===== src/rtl/core/wsm_pkg.sv =====
// Shared types and constants of the wildcard string matcher.
package wsm_pkg;

  localparam int SYM_W   = 5;
  localparam int START_W = 20;
  localparam int TOTAL_W = 21;

  localparam logic [SYM_W-1:0]   SYM_WILD  = 5'd0;
  localparam logic [TOTAL_W-1:0] COUNT_MAX = 21'h1FFFFF;

  typedef enum logic [1:0] {
    FUNC_CLEAR  = 2'd0,
    FUNC_APPEND = 2'd1,
    FUNC_TEXT   = 2'd2,
    FUNC_END    = 2'd3
  } func_t;

  typedef struct packed {
    logic clear;
    logic shift;
    logic restart;
    logic step;
  } cell_ctrl_t;

endpackage


===== src/rtl/core/wsm_cell.sv =====
// One cell of the matcher chain: a pattern symbol, its valid flag and its partial match bit.
module wsm_cell (
  input  logic                       clk,
  input  logic                       rst_n,
  input  wsm_pkg::cell_ctrl_t        ctrl,
  input  logic [wsm_pkg::SYM_W-1:0]  text_sym,
  input  logic [wsm_pkg::SYM_W-1:0]  sym_in,
  input  logic                       vld_in,
  input  logic                       prev_in,
  output logic [wsm_pkg::SYM_W-1:0]  sym_out,
  output logic                       vld_out,
  output logic                       part_out,
  output logic                       hit_out
);

  logic [wsm_pkg::SYM_W-1:0] sym_r;
  logic                      vld_r;
  logic                      part_r;
  logic                      part_nxt;

  // The cell nearer the newest symbol holds the longer prefix, so the chain
  // carries prefix bits towards cell 0, where the full match appears.
  assign part_nxt = vld_r && prev_in &&
                    ((sym_r == wsm_pkg::SYM_WILD) || (sym_r == text_sym));

  always_ff @(posedge clk) begin
    if (!rst_n) begin
      vld_r  <= 1'b0;
      part_r <= 1'b0;
    end else begin
      priority if (ctrl.clear) begin
        vld_r  <= 1'b0;
        part_r <= 1'b0;
      end else if (ctrl.shift) begin
        vld_r  <= vld_in;
        part_r <= 1'b0;
      end else if (ctrl.restart) begin
        part_r <= 1'b0;
      end else if (ctrl.step) begin
        part_r <= part_nxt;
      end else begin
        part_r <= part_r;
      end
    end
  end

  always_ff @(posedge clk) begin
    if (ctrl.shift) begin
      sym_r <= sym_in;
    end
  end

  // An empty cell acts as the start of the chain: its prefix is always met.
  assign sym_out  = sym_r;
  assign vld_out  = vld_r;
  assign part_out = part_r | ~vld_r;
  assign hit_out  = part_nxt;

endmodule

===== config.mk =====
export PLATFORM = sky130hd
export DESIGN_NAME = wsm_cell
export DESIGN_NICKNAME = d
export VERILOG_FILES = /design/src/rtl/core/wsm_pkg.sv /design/src/rtl/core/wsm_cell.sv
export SDC_FILE = /design/constraint.sdc
export NUM_CORES = 1
export LEC_CHECK = 0
export BUFFER_PORTS_ARGS = -buffer_cell sky130_fd_sc_hd__buf_2
export CAP_MARGIN = 20
export CORE_AREA = 2 2 39 41
export DETAILED_ROUTE_END_ITERATION = 10
export DIE_AREA = 0 0 41 43
export PLACE_DENSITY_LB_ADDON = 0.05
export SLEW_MARGIN = 20
export SYNTH_ARGS = -nofsm -noshare
export SYNTH_HDL_FRONTEND = slang
export SYNTH_SLANG_ARGS = --single-unit
export TNS_END_PERCENT = 100

===== constraint.sdc =====
create_clock -name clk -period 2.1 [get_ports clk]
set_input_delay 0 -clock clk [delete_from_list [all_inputs] [get_ports clk]]
set_output_delay 0 -clock clk [all_outputs]
set_load 0.05 [all_outputs]

==> flow_summary.toml <==
[synthesis]
synthXorXnorAreaFrac_pct = 12.9
synthAdderAreaFrac_pct = 0
yosys.area.top_type = "edfxtp_1"
synth_area_leaders = "edfxtp_1 44%, xor2_1 13%, dfxtp_1 12%"
yosys_warnings = 0
yosysSeqAreaShare_pct = 55.9
syn_nets = 46
netlist-cell-type-count = 16
synth-seq-cells = 7
syn_inst = 28
synth_area_um2 = 340
synth_top_area_share_pct = 44.1
synth_compound_area_share_pct = 8.46
synth_top_family_by_area = "simple AND/OR/NAND/NOR gates"
synth_mux_area_share_pct = 2.94
yosys.area_share.simple_pct = 19.9
postSynthAreaPerCell_um2 = 12.2

[setup_path]
r2r_slack_ns = 0.50
cpLargestDelayFamily = "simple AND/OR/NAND/NOR gates"
critPathCapture = "hit_out"
r2r_start = "sym_out[1]"
rr_worst_depth = 4
r2r-end = "part_r"
crit_fanout = 3
cp_data_arrival_time_ns = 1.77
cp_slowest_stage_delay_ns = 0.55
crit_buf_inv = 1
slowest_stage = "or4_4"
crit_cells = 5
crit_chain = "or4_4 > nor2_2 > a21oi_1 > nor2_1 > buf_2"
worstPathRequired_ns = 2.10
path_class = "reg -> out"
start_kind = "register"
endpoint_kind = "output pin"
startpoint = "sym_out[1]"

[timing]
post-route-period-util_pct = 84.4
rsz0062_at_grt = "false"
finalHoldViolations = 0
slew_viol_final = 0
finalSetupTns_ns = 0
clock.fmax_mhz = 564
timing.hold.ws_ns = 0.0332
skew_ns = 0.00140
setup_viol_count_final = 0
tightest_slew_ns = 0.297
setup_slack_ns = 0.327
relSlewSlack_pct = 80.1
timing.final.crit_period_ns = 1.77

[placement]
placed_area_um2 = 485
io_buffers = 25
dp_slack_ns = 0.505
placed_cells = 69
dp.final_hpwl_um = 634
gp_congestion = 0.616

[power]
p_comb_share_pct = 23.4
pwr_density_cell_nw_per_um2 = 638
seqPwrFrac_pct = 44.6
switching_share_pct = 29.5
leakagePower_nw = 0.263
ir_drop_mv = 0.309
p_switching_mw = 0.110
clkPwrFrac_pct = 32.1
finalPower_mw = 0.372
p_int_mw = 0.262

[floorplan]
core-area_um2 = 1380
die-area_um2 = 1760
start_util_pct = 24.6
rows = 14
ios = 26
die_y_um = 43
die_x_um = 41

[drt]
wl_um = 794
drt-vias-per-instance = 4.23
via_count = 338
wl_per_cell_um = 9.93
ant_nets = 0
drt_iter0_drc = 5
first_pass_iters = 3
drc = 0

[layout]
post-route-util_pct = 42.1
area_delta_synth_final_pct = 71.3
drive_above_1_share_pct = 51.6
instances_no_fill = 80
fin_nets = 83
antennaDiodeCount = 0
final_area_um2 = 583

[clock_tree]
numCtsBuffers = 3
clk_pin_slew_ns = 0.05
cts_buffer_depth = 2
h-tree-depth = 1
tritoncts = "yes"
cts_root_buffer = "clkbuf_4"
post_cts_resized = 0
clock-sinks = 7
insertion_delay_ns = 0.25

[global_route]
overflow = 0
grt_pass1_wl_mm = 1.18
grt_max_degree = 8
track_usage_pct = 10.1
grt_pass1_vias = 313
grt_antenna_before_repair = 0

[run_status]
status = "complete, no violations"

[worst_hold_path]
hold_class = "in -> reg"

[flow_run]
cap_violations = 0
-- per-layer routing --
layer	routed length [um]	part of all wire (%)	track usage, %	vias to the layer above
met1	291	37	10.6	151
li1	-	-	-	173
met3	62	7.8	3.14	0
met5	0	0	0	-
met4	0	0	6.00	0
met2	440	55	16.6	14
-- final cells by class --
cell class | instances | area [um2]
clock buffer | 3 | 22.5
clock inverter | 1 | 5.00
fill | 142 | 801
multi-input combinational | 21 | 150
sequential | 7 | 190
tap | 16 | 20.0
timing repair buffer | 32 | 195
-- layout by cell type (no fill, tap or decap), drive strengths merged --
cell         instances
a2111oi              1
a21oi                2
and3                 1
buf                 25
clkbuf               3
clkinv               1
dfxtp                2
dlygate4sd3          7
edfxtp               5
mux2i                1
nand2                1
nand2b               2
nand3                1
nor2                 4
nor2b                1
nor3                 1
or4                  1
xor2                 5
-- sequential cells by signal, indices dropped and copies added (netlist names) --
signal   count
part_r       1
sym_out      5
vld_out      1
-- synth_stat cells --
| cell type | n |
|---|---|
| nor3_1 | 1 |
| nand2_1 | 1 |
| a2111oi_2 | 1 |
| xor2_1 | 5 |
| a21oi_2 | 1 |
| dfxtp_1 | 2 |
| and3_1 | 1 |
| nor2_2 | 1 |
| a21oi_1 | 1 |
| or4_4 | 1 |
| edfxtp_1 | 5 |
| nor2_1 | 3 |
| nand3_1 | 1 |
| nor2b_1 | 1 |
| mux2i_1 | 1 |
| nand2b_1 | 2 |
-- tightest hold or removal path, stage by stage --
cell	delay, ns
buf_2	0.09
nand2b_1	0.10
a2111oi_2	0.04
-- cell families (layout without fill, tap and decap cells) --
logic type             count (synthesis)  after routing
flip-flops                             7              7
XOR/XNOR                               5              5
multiplexers                           1              1
AO/OA/AOI/OAI                          3              3
AND/OR/NAND/NOR                       12             12
buffers and inverters                  0             36
-- repair_timing --
item | 4_1_cts | 5_1_grt
buffers inserted | 0 | 0
hold buffers | 7 | 0
hold endpoints to repair | 7 | 0
-- worst min-delay path by stage --
stage,startpoint,to,slack (ns),cells after the start
finish,rst_n,part_r,0.03,3
global route,rst_n,part_r,0.03,3
CTS,rst_n,part_r,0.03,3
detailed placement,sym_in[0],sym_out[0],0.18,1
global placement,sym_in[0],sym_out[0],0.18,1
floorplan,ctrl[1],part_r,0.08,1
-- power groups by stage --
stage	clock, mW	combinational [mW]	sequential [mW]
finish	0.119	0.0868	0.166
global route	0.135	0.0934	0.167
CTS	0.126	0.0876	0.166
detailed placement	0	0.0775	0.169
global placement	0	0.0761	0.168
floorplan	0	0.0181	0.197
No activity file was read; power rests on OpenSTA's default activity.
